**config.mk**
```make
export PLATFORM = sky130hd
export DESIGN_NAME = key_click_classifier_unit
export DESIGN_NICKNAME = d
export VERILOG_FILES = /design/src/hw/rtl/kcc_pkg.sv /design/src/hw/rtl/key_click_classifier_unit.sv /design/src/hw/rtl/kcc_datapath.sv /design/src/hw/rtl/kcc_ctrl.sv
export VERILOG_INCLUDE_DIRS = /design/src /design/src/hw/rtl
export SDC_FILE = /design/constraint.sdc
export NUM_CORES = 1
export LEC_CHECK = 0
export BUFFER_PORTS_ARGS = -buffer_cell sky130_fd_sc_hd__buf_2
export CAP_MARGIN = 20
export CELL_PAD_IN_SITES_DETAIL_PLACEMENT = 1
export CELL_PAD_IN_SITES_GLOBAL_PLACEMENT = 2
export CORE_MARGIN = 3
export CORE_UTILIZATION = 37
export CTS_BUF_LIST = sky130_fd_sc_hd__clkbuf_8 sky130_fd_sc_hd__clkbuf_16
export DETAILED_ROUTE_END_ITERATION = 12
export GPL_TIMING_DRIVEN = 0
export PLACE_DENSITY_LB_ADDON = 0.1
export SETUP_SLACK_MARGIN = 0.5
export SYNTH_ARGS = -nofsm -noshare
export SYNTH_HDL_FRONTEND = slang
export SYNTH_SLANG_ARGS = --single-unit
```
**constraint.sdc**
```tcl
create_clock -name clk -period 5.65 [get_ports clk]
set_input_delay 0 -clock clk [delete_from_list [all_inputs] [get_ports clk]]
set_output_delay 0 -clock clk [all_outputs]
set_load 0.05 [all_outputs]
```
**src/hw/rtl/key_click_classifier_unit_defines.svh**
```systemverilog
// Assertion macros for the key click classifier
`ifndef KEY_CLICK_CLASSIFIER_UNIT_DEFINES_SVH
`define KEY_CLICK_CLASSIFIER_UNIT_DEFINES_SVH

// check a consequence in the same cycle
`define KCC_ASSERT_SAME(label, ante, cons) \
    label: assert property (@(posedge clk) disable iff (!rst_n) (ante) |-> (cons)) \
        else $error("same-cycle check failed");

// check a consequence in the next cycle
`define KCC_ASSERT_NEXT(label, ante, cons) \
    label: assert property (@(posedge clk) disable iff (!rst_n) (ante) |=> (cons)) \
        else $error("next-cycle check failed");

`endif

```
**src/hw/rtl/kcc_pkg.sv**
```systemverilog
// Types and constants shared by the key click classifier modules
`default_nettype none
package kcc_pkg;

    localparam int LEVEL_BITS  = 6;
    localparam int HOLD_MARGIN = 10;
    localparam int HOLD_W      = 12;
    localparam int WIN_W       = 8;
    localparam int SHORT_W     = 8;
    localparam int CFG_W       = 12;
    localparam int IDX_W       = 3;

    localparam logic [HOLD_W:0] HOLD_MAX = 13'd4095;

    localparam logic [1:0] PH_IDLE     = 2'd0;
    localparam logic [1:0] PH_DEBOUNCE = 2'd1;
    localparam logic [1:0] PH_PRESS    = 2'd2;

    localparam logic [1:0] EV_NONE   = 2'd0;
    localparam logic [1:0] EV_SHORT  = 2'd1;
    localparam logic [1:0] EV_LONG   = 2'd2;
    localparam logic [1:0] EV_DOUBLE = 2'd3;

    localparam logic [1:0] REG_SHORT_HOLD    = 2'd0;
    localparam logic [1:0] REG_LONG_HOLD     = 2'd1;
    localparam logic [1:0] REG_DOUBLE_WINDOW = 2'd2;

    typedef enum logic [1:0] {
        ST_IDLE = 2'b01,
        ST_SCAN = 2'b10
    } ctrl_state_t;

    typedef struct packed {
        logic start_scan;
        logic tick_en;
        logic read_en;
    } dp_cmd_t;

    typedef struct packed {
        logic last_key;
        logic out_busy;
    } dp_status_t;

endpackage
`default_nettype wire

```
**src/hw/rtl/key_click_classifier_unit.sv**
```systemverilog
// Top level of the key click classifier: short, long and double click per key
// Read item: result registered in the cycle after accept; a new read may follow while the output is not stalled.
// Scan item: one key per cycle through the shared key update unit.
// A read result waiting at the output holds off every next item until it is taken.
// Reset clears all key state at once and loads the register defaults 3, 100 and 30.
`default_nettype none
`include "key_click_classifier_unit_defines.svh"
module key_click_classifier_unit #(
    parameter int NUM_KEYS = 6
) (
    input  wire logic        clk,
    input  wire logic        rst_n,
    input  wire logic        s_tvalid,
    output logic             s_tready,
    input  wire logic [15:0] s_tdata,   // key_levels[5:0], key_index[8:6], zero fill
    input  wire logic [0:0]  s_tuser,   // func
    output logic             m_tvalid,
    input  wire logic        m_tready,
    output logic [7:0]       m_tdata,   // event_code[1:0], zero fill
    input  wire logic        cfg_we,
    input  wire logic [1:0]  cfg_index,
    input  wire logic [11:0] cfg_data
);
    import kcc_pkg::*;

    dp_cmd_t    cmd;
    dp_status_t status;
    logic [1:0] event_code;

    kcc_ctrl u_ctrl (
        .clk      (clk),
        .rst_n    (rst_n),
        .in_valid (s_tvalid),
        .in_ready (s_tready),
        .func     (s_tuser[0]),
        .status   (status),
        .cmd      (cmd)
    );

    kcc_datapath #(
        .NUM_KEYS (NUM_KEYS)
    ) u_datapath (
        .clk        (clk),
        .rst_n      (rst_n),
        .cmd        (cmd),
        .status     (status),
        .key_levels (s_tdata[5:0]),
        .key_index  (s_tdata[8:6]),
        .cfg_we     (cfg_we),
        .cfg_index  (cfg_index),
        .cfg_data   (cfg_data),
        .out_valid  (m_tvalid),
        .out_ready  (m_tready),
        .event_code (event_code)
    );

    assign m_tdata = {6'd0, event_code};

    `KCC_ASSERT_NEXT(a_scan_blocks, s_tvalid && s_tready && !s_tuser[0], !s_tready)
    `KCC_ASSERT_NEXT(a_read_gives_item, s_tvalid && s_tready && s_tuser[0], m_tvalid)
    `KCC_ASSERT_SAME(a_no_accept_while_full, s_tready, !(m_tvalid && !m_tready))

endmodule
`default_nettype wire

```
**src/hw/rtl/kcc_datapath.sv**
```systemverilog
// Per-key state, shared key update unit, configuration and output register
`default_nettype none
module kcc_datapath #(
    parameter int NUM_KEYS = 6
) (
    input  wire logic                        clk,
    input  wire logic                        rst_n,
    input  wire kcc_pkg::dp_cmd_t            cmd,
    output kcc_pkg::dp_status_t              status,
    input  wire logic [kcc_pkg::LEVEL_BITS-1:0] key_levels,
    input  wire logic [kcc_pkg::IDX_W-1:0]   key_index,
    input  wire logic                        cfg_we,
    input  wire logic [1:0]                  cfg_index,
    input  wire logic [kcc_pkg::CFG_W-1:0]   cfg_data,
    output logic                             out_valid,
    input  wire logic                        out_ready,
    output logic [1:0]                       event_code
);
    import kcc_pkg::*;

    localparam int KW = (NUM_KEYS > 1) ? $clog2(NUM_KEYS) : 1;

    logic [SHORT_W-1:0]    short_hold_reg;
    logic [HOLD_W-1:0]     long_hold_reg;
    logic [WIN_W-1:0]      dbl_win_reg;

    logic [1:0]            phase_reg [NUM_KEYS];
    logic [HOLD_W-1:0]     hold_reg  [NUM_KEYS];
    logic [WIN_W-1:0]      win_reg   [NUM_KEYS];
    logic [1:0]            pend_reg  [NUM_KEYS];

    logic [LEVEL_BITS-1:0] levels_reg;
    logic [KW-1:0]         key_cnt_reg;
    logic [KW-1:0]         key_cnt_next;
    logic                  out_valid_reg;
    logic                  out_valid_next;
    logic [1:0]            out_code_reg;
    logic [1:0]            out_code_next;

    logic [NUM_KEYS-1:0]   pressed_vec;
    logic                  pressed;
    logic [3:0]            ki_m1;
    logic [KW-1:0]         rd_addr;
    logic [KW-1:0]         addr;
    logic                  idx_ok;

    logic [1:0]            phase_next;
    logic [HOLD_W-1:0]     hold_next;
    logic [WIN_W-1:0]      win_next;
    logic [1:0]            pend_next;

    genvar g;
    generate
        for (g = 0; g < NUM_KEYS; g++) begin : g_press
            if (g < LEVEL_BITS) begin : g_pin
                assign pressed_vec[g] = ~levels_reg[g];
            end else begin : g_nopin
                assign pressed_vec[g] = 1'b0;
            end
        end
    endgenerate

    assign pressed = pressed_vec[key_cnt_reg];
    assign ki_m1   = {1'b0, key_index} - 4'd1;
    assign rd_addr = ki_m1[KW-1:0];
    assign addr    = cmd.tick_en ? key_cnt_reg : rd_addr;
    assign idx_ok  = (key_index != '0) && ({2'b00, key_index} <= 5'(NUM_KEYS));

    // key update for one tick
    always_comb
    begin
        logic [WIN_W-1:0]  win_dec;
        logic [HOLD_W:0]   cnt_inc;
        logic [HOLD_W:0]   cnt_lim;
        phase_next = phase_reg[addr];
        hold_next  = hold_reg[addr];
        win_dec    = win_reg[addr];
        pend_next  = pend_reg[addr];
        cnt_inc    = {1'b0, hold_reg[addr]} + 13'd1;
        cnt_lim    = {1'b0, long_hold_reg} + 13'(HOLD_MARGIN);

        if (win_dec != '0)
        begin
            win_dec = win_dec - 8'd1;
            if (win_dec == '0)
            begin
                pend_next = EV_SHORT;
            end
        end
        win_next = win_dec;

        case (phase_reg[addr])
            PH_IDLE:
            begin
                if (pressed)
                begin
                    phase_next = PH_DEBOUNCE;
                end
            end
            PH_DEBOUNCE:
            begin
                if (pressed)
                begin
                    phase_next = PH_PRESS;
                    hold_next  = '0;
                end
                else
                begin
                    phase_next = PH_IDLE;
                end
            end
            PH_PRESS:
            begin
                if (pressed)
                begin
                    if (cnt_inc > cnt_lim)
                    begin
                        cnt_inc = {1'b0, long_hold_reg} + 13'd1;
                    end
                    if (cnt_inc > HOLD_MAX)
                    begin
                        cnt_inc = HOLD_MAX;
                    end
                    hold_next = cnt_inc[HOLD_W-1:0];
                end
                else
                begin
                    if (hold_reg[addr] >= long_hold_reg)
                    begin
                        pend_next = EV_LONG;
                        win_next  = '0;
                    end
                    else if (hold_reg[addr] >= {4'd0, short_hold_reg})
                    begin
                        if (win_dec != '0)
                        begin
                            pend_next = EV_DOUBLE;
                            win_next  = '0;
                        end
                        else
                        begin
                            win_next = dbl_win_reg;
                        end
                    end
                    phase_next = PH_IDLE;
                end
            end
            default:
            begin
                phase_next = PH_IDLE;
            end
        endcase
    end

    always_comb
    begin
        key_cnt_next = key_cnt_reg;
        if (cmd.start_scan)
        begin
            key_cnt_next = '0;
        end
        else if (cmd.tick_en)
        begin
            key_cnt_next = key_cnt_reg + 1'b1;
        end
    end

    always_comb
    begin
        out_valid_next = out_valid_reg;
        out_code_next  = out_code_reg;
        if (out_valid_reg && out_ready)
        begin
            out_valid_next = 1'b0;
        end
        if (cmd.read_en)
        begin
            out_valid_next = 1'b1;
            out_code_next  = idx_ok ? pend_reg[addr] : EV_NONE;
        end
    end

    always_ff @(posedge clk or negedge rst_n)
    begin
        if (!rst_n)
        begin
            short_hold_reg <= 8'd3;
            long_hold_reg  <= 12'd100;
            dbl_win_reg    <= 8'd30;
            key_cnt_reg    <= '0;
            out_valid_reg  <= 1'b0;
            for (int i = 0; i < NUM_KEYS; i++)
            begin
                phase_reg[i] <= PH_IDLE;
                hold_reg[i]  <= '0;
                win_reg[i]   <= '0;
                pend_reg[i]  <= EV_NONE;
            end
        end
        else
        begin
            key_cnt_reg   <= key_cnt_next;
            out_valid_reg <= out_valid_next;
            if (cfg_we)
            begin
                case (cfg_index)
                    REG_SHORT_HOLD:    short_hold_reg <= cfg_data[SHORT_W-1:0];
                    REG_LONG_HOLD:     long_hold_reg  <= cfg_data;
                    REG_DOUBLE_WINDOW: dbl_win_reg    <= cfg_data[WIN_W-1:0];
                    default:           ;
                endcase
            end
            for (int i = 0; i < NUM_KEYS; i++)
            begin
                if (cmd.tick_en && (key_cnt_reg == KW'(i)))
                begin
                    phase_reg[i] <= phase_next;
                    hold_reg[i]  <= hold_next;
                    win_reg[i]   <= win_next;
                    pend_reg[i]  <= pend_next;
                end
                else if (cmd.read_en && idx_ok && (rd_addr == KW'(i)))
                begin
                    pend_reg[i] <= EV_NONE;
                end
            end
        end
    end

    always_ff @(posedge clk)
    begin
        out_code_reg <= out_code_next;
        if (cmd.start_scan)
        begin
            levels_reg <= key_levels;
        end
    end

    assign status.last_key = (key_cnt_reg == KW'(NUM_KEYS - 1));
    assign status.out_busy = out_valid_reg && !out_ready;
    assign out_valid       = out_valid_reg;
    assign event_code      = out_code_reg;

endmodule
`default_nettype wire

```
**src/hw/rtl/kcc_ctrl.sv**
```systemverilog
// Controller state machine sequencing scans and reads
`default_nettype none
module kcc_ctrl (
    input  wire logic                clk,
    input  wire logic                rst_n,
    input  wire logic                in_valid,
    output logic                     in_ready,
    input  wire logic                func,
    input  wire kcc_pkg::dp_status_t status,
    output kcc_pkg::dp_cmd_t         cmd
);
    import kcc_pkg::*;

    ctrl_state_t state_reg;
    ctrl_state_t state_next;
    logic        accept;

    assign in_ready = (state_reg == ST_IDLE) && !status.out_busy;
    assign accept   = in_valid && in_ready;

    always_comb
    begin
        state_next = state_reg;
        case (state_reg)
            ST_IDLE:
            begin
                if (accept && !func)
                begin
                    state_next = ST_SCAN;
                end
            end
            ST_SCAN:
            begin
                if (status.last_key)
                begin
                    state_next = ST_IDLE;
                end
            end
            default:
            begin
                state_next = ST_IDLE;
            end
        endcase
    end

    always_ff @(posedge clk or negedge rst_n)
    begin
        if (!rst_n)
        begin
            state_reg <= ST_IDLE;
        end
        else
        begin
            state_reg <= state_next;
        end
    end

    assign cmd.start_scan = accept && !func;
    assign cmd.read_en    = accept && func;
    assign cmd.tick_en    = (state_reg == ST_SCAN);

endmodule
`default_nettype wire

```
==> results of run 1 <==
[layout by cell type (no fill, tap or decap), drive strengths merged, types with 4 or more instances in the layout]
cell,count
xor2,5
a21o,10
o2bb2ai,5
conb,6
nand2,148
nor3,13
o31ai,7
dlygate4sd3,25
nand4,7
edfxtp,8
o2111ai,6
nand3,38
o221a,6
mux2i,31
a31oi,13
o221ai,7
xnor2,24
bufinv,5
a21oi,120
mux2,27
nor2,118
mux4,17
o211ai,9
nand2b,19
ha,54
o21a,8
inv,53
dfrtp,168
or4,4
o21ai,94
a211oi,6
and3,7
dfstp,10
buf,107
or2,4
clkbuf,60
nor2b,7
[logic make-up (layout without fill, tap and decap cells)]
group	count (synthesis)	count (layout)
flip-flops	186	186
AND/OR/NAND/NOR	385	385
XOR/XNOR	29	29
buffers and inverters	115	252
multiplexers	75	75
other	1	6
AO/OA/AOI/OAI	314	314
adder cells (fa/ha/maj)	54	54
[path summary, 6_finish.rpt]
| kind | endpoint | slack [ns] | cells past startpoint | start |
|---|---|---|---|---|
| setup / recovery | u_datapath.hold_reg[39] | 0.52 | 20 | u_ctrl.state_reg[0] |
| hold / removal | u_datapath.key_cnt_reg[1] | 0.02 | 3 | s_tuser |
| setup reg to reg | u_datapath.hold_reg[39] | 0.52 | 20 | u_ctrl.state_reg[0] |
| hold reg to reg | u_datapath.phase_reg[0] | 0.48 | 2 | u_datapath.phase_reg[0] |
| max in group asynchronous | u_ctrl.state_reg[1] | 4.55 | 3 | rst_n |
| min in group asynchronous | u_datapath.hold_reg[35] | 0.10 | 2 | rst_n |
[repair_timing]
| item | in CTS | in global routing |
|---|---|---|
| resized for setup | 67 | 46 |
| gates cloned | 1 | 0 |
| setup buffers | 22 | 24 |
| pin swaps | 14 | 13 |
| setup endpoints to repair | 132 | 102 |
| hold endpoints to repair | 102 | 0 |
| hold buffers | 25 | 0 |
[routing by layer]
layer | wire (µm) | vias to the layer above | share of wire | GRT usage
li1 | - | 4359 | - | -
met1 | 17590 | 4781 | 0.47 | 0.3239
met2 | 18470 | 131 | 0.49 | 0.4053
met3 | 795 | 47 | 0.021 | 0.03452
met4 | 871 | 0 | 0.023 | 0.07023
met5 | 0 | - | 0 | 0
[per-stage QoR]
stage                       util  TNS, ns  hold slack [ns]
after global placement    0.4040  -185.81           0.1764
after CTS                 0.4539        0         0.001391
after floorplan                -        0          -0.2956
final                     0.4675        0          0.01665
after detailed placement  0.4053  -192.48          0.01318
after global routing      0.4675        0          0.01476
[worst reg2reg max path, delay by kind of cell, from the launching register on]
| kind | cells | cell delay, ns |
|---|---|---|
| compound gates | 8 | 1.70 |
| flops | 1 | 0.56 |
| buf+inv | 4 | 0.50 |
| fa+ha+maj | 2 | 0.49 |
| simple gates | 4 | 1.29 |
| mux | 2 | 0.47 |
[power by group]
group	switching, mW	internal [mW]
logic	1.64	1.10
clock network	0.574	0.793
registers	0.213	1.68
[cell type report]
type	count	area [µm²]	area share
Clock buffer	17	425.4	0.03120
Clock inverter	15	226.5	0.01661
Multi-Input combinational cell	863	6312	0.4629
Sequential cell	186	4708	0.3453
Timing Repair Buffer	105	862.1	0.06322
Tap cell	384	480.5	0.03523
Buffer	70	450.4	0.03303
Inverter	45	171.4	0.01257
==> results by group, run 1 <==
Worst setup path
  – Worst Path Buf+Inv: 4
  – Arr. time, crit path: between 5 and 6 ns
  – Startpoint types: register
  – Critical path capture point type: register
  – Crit path cell chain: nand2b_4 -> buf_6 -> mux2i_4 -> buf_12 -> buf_12 -> buf_12 -> mux4_2 -> o2bb2ai_4 -> ha_4 -> or4b_4 -> nor4_4 -> ha_1 -> a2111o_1 -> a211oi_4 -> a21oi_4 -> or4_1 -> o211ai_1 -> a21oi_1 -> a21oi_4 -> a21oi_1
  – Critical Path RT: 5.95 ns
  – Setup Crit Path Kind: reg -> reg
  – Crit path max-delay family: compound AO/OA/AOI/OAI gates
  – Worst-path maximum fanout: 8
  – Max incr delay on CP: roughly 0.56 ns
  – Most used cell along the critical path: buf_12
  – Slowest-stage cell, CP: dfstp_2

GRT
  – Global-route wire length before repair: slightly below 60 mm
  – Total global routing overflow: 0
  – Number of global-route vias before repair: between 9000 and 10000
  – Total track usage: 0.2412
  – Antenna violations before repair: 0
  – Largest net degree at the start of global routing: 112

Synth
  – Cell count after synthesis: between 1000 and 1500
  – Synthesized cell area: about 11000 µm²
  – Compound-Gate Fraction of Synth Area: 0.1943
  – Count leader, synth: dfrtp_1
  – Adder-cell share of the synthesized area: 0.06080
  – Post-synth EDFFs: 8
  – Synth Flop Type: dfrtp_1
  – Syn_area_per_cell: about 9.6 µm²
  – Simple-Gate Fraction of Synth Area: 0.1598
  – Post-synth ARST share: 0.9570
  – Combinational family with the most area after synthesis: compound AO/OA/AOI/OAI gates
  – Top post-synthesis cells by area: dfrtp_1, ha_1, nand2_1
  – Synth top cells by count: dfrtp_1, nand2_1, nor2_1, a21oi_1, o21ai_0
  – XOR/XNOR share of the synthesized area: 0.02286
  – Cell variety after synth: between 80 and 90
  – Mux share of post-synthesis cell area: 0.09087
  – Yosys top cell area share: 0.3783
  – Seq/Total Area, Yosys: 0.4236
  – Warnings from Yosys: 0
  – Synth area leader: dfrtp_1
  – Synth Register Bits: between 150 and 200

Final layout
  – Synth-to-layout area growth: 22.72%
  – Layout fillers: 3326
  – Non-Filler Instances: 1685
  – Antenna Cells: 0
  – Max reg flops: 72
  – Design Area, Final: roughly 14000 µm²
  – NumNets Final: around 1400
  – Layout cells sized above 1: 0.2352

Placed design
  – Post-DP HPWL: 26.70 mm
  – IO buf count: 32
  – Placed inst area: approximately 12000 µm²
  – Placement Setup Slack: -2.226 ns
  – Post-Place Cells: 1581
  – GPL Wtd Cong: 0.8361

Timing
  – RSZ-0062 raised after global routing: true
  – Final min period: 5.134 ns
  – Final-report hold violation count: 0
  – Max-slew violation count: 0
  – Tightest Pin Transition: about 1.2 ns
  – Worst setup slack after layout: 0.5163 ns
  – Fin crit share: 0.9086
  – Fmax: roughly 190 MHz
  – Worst Skew: between 0.015 and 0.02 ns
  – Max_slew headroom: 0.2034
  – Setup violations, final: 0

Clock tree
  – Clk buf depth: 2
  – Root Buffer: clkbuf_16
  – Clock transition at path regs: 0.08 ns
  – CTS tree: built
  – CTS Sinks: approximately 190
  – Clk_lat worst skew: approximately 0.45 ns
  – CTS Buf Count: 17
  – Htree depth: 4

Routing
  – Drt total wl: around 38 mm
  – DR iter-0 viols: 583
  – Pre-antenna DRT Iters: 5
  – Final antenna-violating net count: 0
  – Avg WL per Cell: around 22 µm
  – Via density: between 5 and 6
  – Residual DRC: 0
  – Detailed-route via count: ~9300

Power
  – Peak supply drop: between 0.2 and 0.3 mV
  – Leak: between 5 and 6 nW
  – Tot Pwr: between 5 and 6 mW
  – Pwr Density: around 440 nW/µm²

Floorplanning
  – # rows: between 60 and 70
  – Io pins: 46
  – Chip height: 179.3 µm
  – Starting density of the core: 0.3810
  – Core box area: around 29000 µm²
  – Die span in x: 179.3 µm
  – DIE AREA: between 30000 and 40000 µm²

Flow run
  – # Max-Cap Violations: 0

Status
  – Status: finished, final reports clean

Min path
  – Hold WC Path Type: in -> reg
No activity file was read; power rests on OpenSTA's default activity.
==> run 2, diff against run 1 <==
--- a/config.mk
+++ b/config.mk
@@ -12,7 +12,6 @@
 export CELL_PAD_IN_SITES_GLOBAL_PLACEMENT = 2
 export CORE_MARGIN = 3
 export CORE_UTILIZATION = 37
-export CTS_BUF_LIST = sky130_fd_sc_hd__clkbuf_8 sky130_fd_sc_hd__clkbuf_16
 export DETAILED_ROUTE_END_ITERATION = 12
 export GPL_TIMING_DRIVEN = 0
 export PLACE_DENSITY_LB_ADDON = 0.1
==> run 2 against run 1 <==
Maximum frequency hardly changed. First-iteration DRC count is 0.51% lower. Combinational power hardly changed. Flip-flop and latch count stayed put. Hold slack worse by 0.0012 ns. Utilization stayed put. Global-route usage stayed put. Routed wire length hardly changed. Via count hardly changed. Count of clock-buffer cells in the layout is 3 higher. Clock power hardly changed. Non-clock buffer count stayed put. Largest power group unchanged. Highest routed layer unchanged.
==> results by group, run 2 (synthesis gave the netlist of run 1 again) <==
Status
  – Status: finished, final reports clean

Worst setup path
  – Critical Path RT: 5.95 ns (about the same)
  – Critical path capture point type: register
  – Startpoint types: register
  – Worst-path maximum fanout: 8 (unchanged)
  – Setup Crit Path Kind: reg -> reg
  – Arr. time, crit path: 5.44 ns (about the same)

Placed design
  – Placed inst area: 11820 µm² (unchanged)
  – GPL Wtd Cong: 0.8361 (unchanged)
  – Post-Place Cells: 1581 (unchanged)
  – IO buf count: 32 (unchanged)
  – Post-DP HPWL: 26.70 mm (unchanged)

Timing
  – Max-slew violation count: 0 (unchanged)
  – Fin crit share: 0.9089 (about the same)
  – Setup violations, final: 0 (unchanged)
  – RSZ-0062 raised after global routing: true
  – Final min period: 5.135 ns (+0.001404 ns)
  – Max_slew headroom: 0.2028 (-0.0006000)
  – Final-report hold violation count: 0 (unchanged)
  – Tightest Pin Transition: 1.190 ns (+0.0008972 ns)
  – Hold slack: 0.01549 ns (-0.001153 ns)
  – Worst Skew: 0.01572 ns (-0.001575 ns)
  – Fmax: 194.7 MHz (about the same)

Floorplanning
  – Io pins: 46 (unchanged)
  – Starting density of the core: 0.3810 (unchanged)
  – Core box area: 29170 µm² (unchanged)
  – Die span in x: 179.3 µm (unchanged)
  – # rows: 62 (unchanged)
  – DIE AREA: 32150 µm² (unchanged)
  – Chip height: 179.3 µm (unchanged)

Final layout
  – Synth-to-layout area growth: 22.72% (unchanged)
  – NumNets Final: 1378 (unchanged)
  – Commonest cells after routing, fill and taps aside: dfrtp_1, nand2_1, nor2_1
  – Layout Utilization: 0.4675 (unchanged)
  – Design Area, Final: 13640 µm² (unchanged)
  – Area of the multi-input gates: 6312 µm² (unchanged)
  – Non-Filler Instances: 1685 (unchanged)
  – Layout fillers: 3326 (unchanged)
  – Antenna Cells: 0 (unchanged)
  – Layout cells sized above 1: 0.2352 (unchanged)
  – Register Area: 4708 µm² (unchanged)
  – Max reg flops: 72 (unchanged)
  – Most common cell after layout, fill and taps aside: dfrtp_1

Routing
  – Drt total wl: 37.74 mm (about the same)
  – Detailed-route via count: 9320 (+0.021%)
  – Residual DRC: 0 (unchanged)
  – Pre-antenna DRT Iters: 5 (unchanged)
  – Avg WL per Cell: 22.40 µm (about the same)
  – Final antenna-violating net count: 0 (unchanged)
  – DR iter-0 viols: 580 (-0.51%)
  – Via density: 5.531 (about the same)

Power
  – Peak supply drop: 0.2805 mV (+0.31%)
  – Pwr Density: 440.2 nW/µm² (about the same)
  – Tot Pwr: 6.003 mW (about the same)
  – Leak: 5.644 nW (-0.22%)

GRT
  – Total global routing overflow: 0 (unchanged)
  – Global-route wire length before repair: 58.20 mm (unchanged)
  – Number of global-route vias before repair: 9783 (unchanged)
  – Largest net degree at the start of global routing: 112 (unchanged)
  – Antenna violations before repair: 0 (unchanged)
  – Total track usage: 0.2412 (unchanged)

Flow run
  – # Max-Cap Violations: 0 (unchanged)

Clock tree
  – Clk buf depth: 2 (unchanged)
  – Htree depth: 4 (unchanged)
  – CTS tree: built
  – Clock transition at path regs: 0.08 ns (about the same)
  – Root Buffer: clkbuf_16
  – Clk_lat worst skew: 0.45 ns (about the same)
  – CTS Buf Count: 17 (unchanged)
  – CTS Sinks: 186 (unchanged)

Min path
  – Hold WC Path Type: in -> reg
==> run 2: through the flow <==
stage	worst slack (ns)	TNS (ns)
2_1_floorplan	0.5025	0
3_3_place_gp	-2.213	-185.81
3_5_place_dp	-2.226	-192.48
4_1_cts	0.5074	0
5_1_grt	0.3680	0
6_report	0.5149	0
==> run 2: final cells by class <==
cell class,count,area share
flip-flops and latches,186,0.3453
multi-input cells,863,0.4629
clock inverters,12,0.01578
clock buffers,20,0.03202
inverters,45,0.01257
well taps,384,0.03523
plain buffers,70,0.03303
repair buffers,105,0.06322
==> run 2: worst max-delay path, cell delays in order (launching register included) <==
cell and delay, ns:
dfstp_2 0.56, nand2b_4 0.13, buf_6 0.13, mux2i_4 0.25, buf_12 0.15, buf_12 0.10
buf_12 0.11, mux4_2 0.22, o2bb2ai_4 0.16, ha_4 0.16, or4b_4 0.51, nor4_4 0.20
ha_1 0.32, a2111o_1 0.46, a211oi_4 0.26, a21oi_4 0.15, or4_1 0.45, o211ai_1 0.13
a21oi_1 0.13, a21oi_4 0.29, a21oi_1 0.11
==> run 2: timing repair <==
action,4_1_cts,5_1_grt
hold buffers,25,0
resized for setup,67,46
gates cloned,1,0
buffers inserted,22,24
pin swaps,14,13
setup endpoints to repair,132,102
endpoints found under the hold margin,102,0
==> run 2: worst paths after layout <==
kind | to | depth (start not counted) | startpoint | slack [ns]
worst min register to register | u_datapath.phase_reg[0] | 2 | u_datapath.phase_reg[0] | 0.48
max in group asynchronous | u_ctrl.state_reg[1] | 3 | rst_n | 4.55
min in group asynchronous | u_datapath.hold_reg[35] | 2 | rst_n | 0.10
worst max register to register | u_datapath.hold_reg[39] | 20 | u_ctrl.state_reg[0] | 0.51
worst min-delay path | u_datapath.key_cnt_reg[1] | 3 | s_tuser | 0.02
worst max-delay path | u_datapath.hold_reg[39] | 20 | u_ctrl.state_reg[0] | 0.51
==> run 2: power breakdown <==
part | total, mW | leakage [nW] | switching, mW | internal, mW
logic | 2.74 | 3.44 | 1.64 | 1.10
registers | 1.89 | 1.89 | 0.213 | 1.68
clock network | 1.37 | 0.315 | 0.575 | 0.798
total | 6.00 | 5.64 | 2.43 | 3.57
==> run 2: layer usage <==
layer	GRT usage	share of wire
met5	0	0
met2	0.4053	0.49
met4	0.07023	0.023
met3	0.03452	0.022
met1	0.3239	0.46
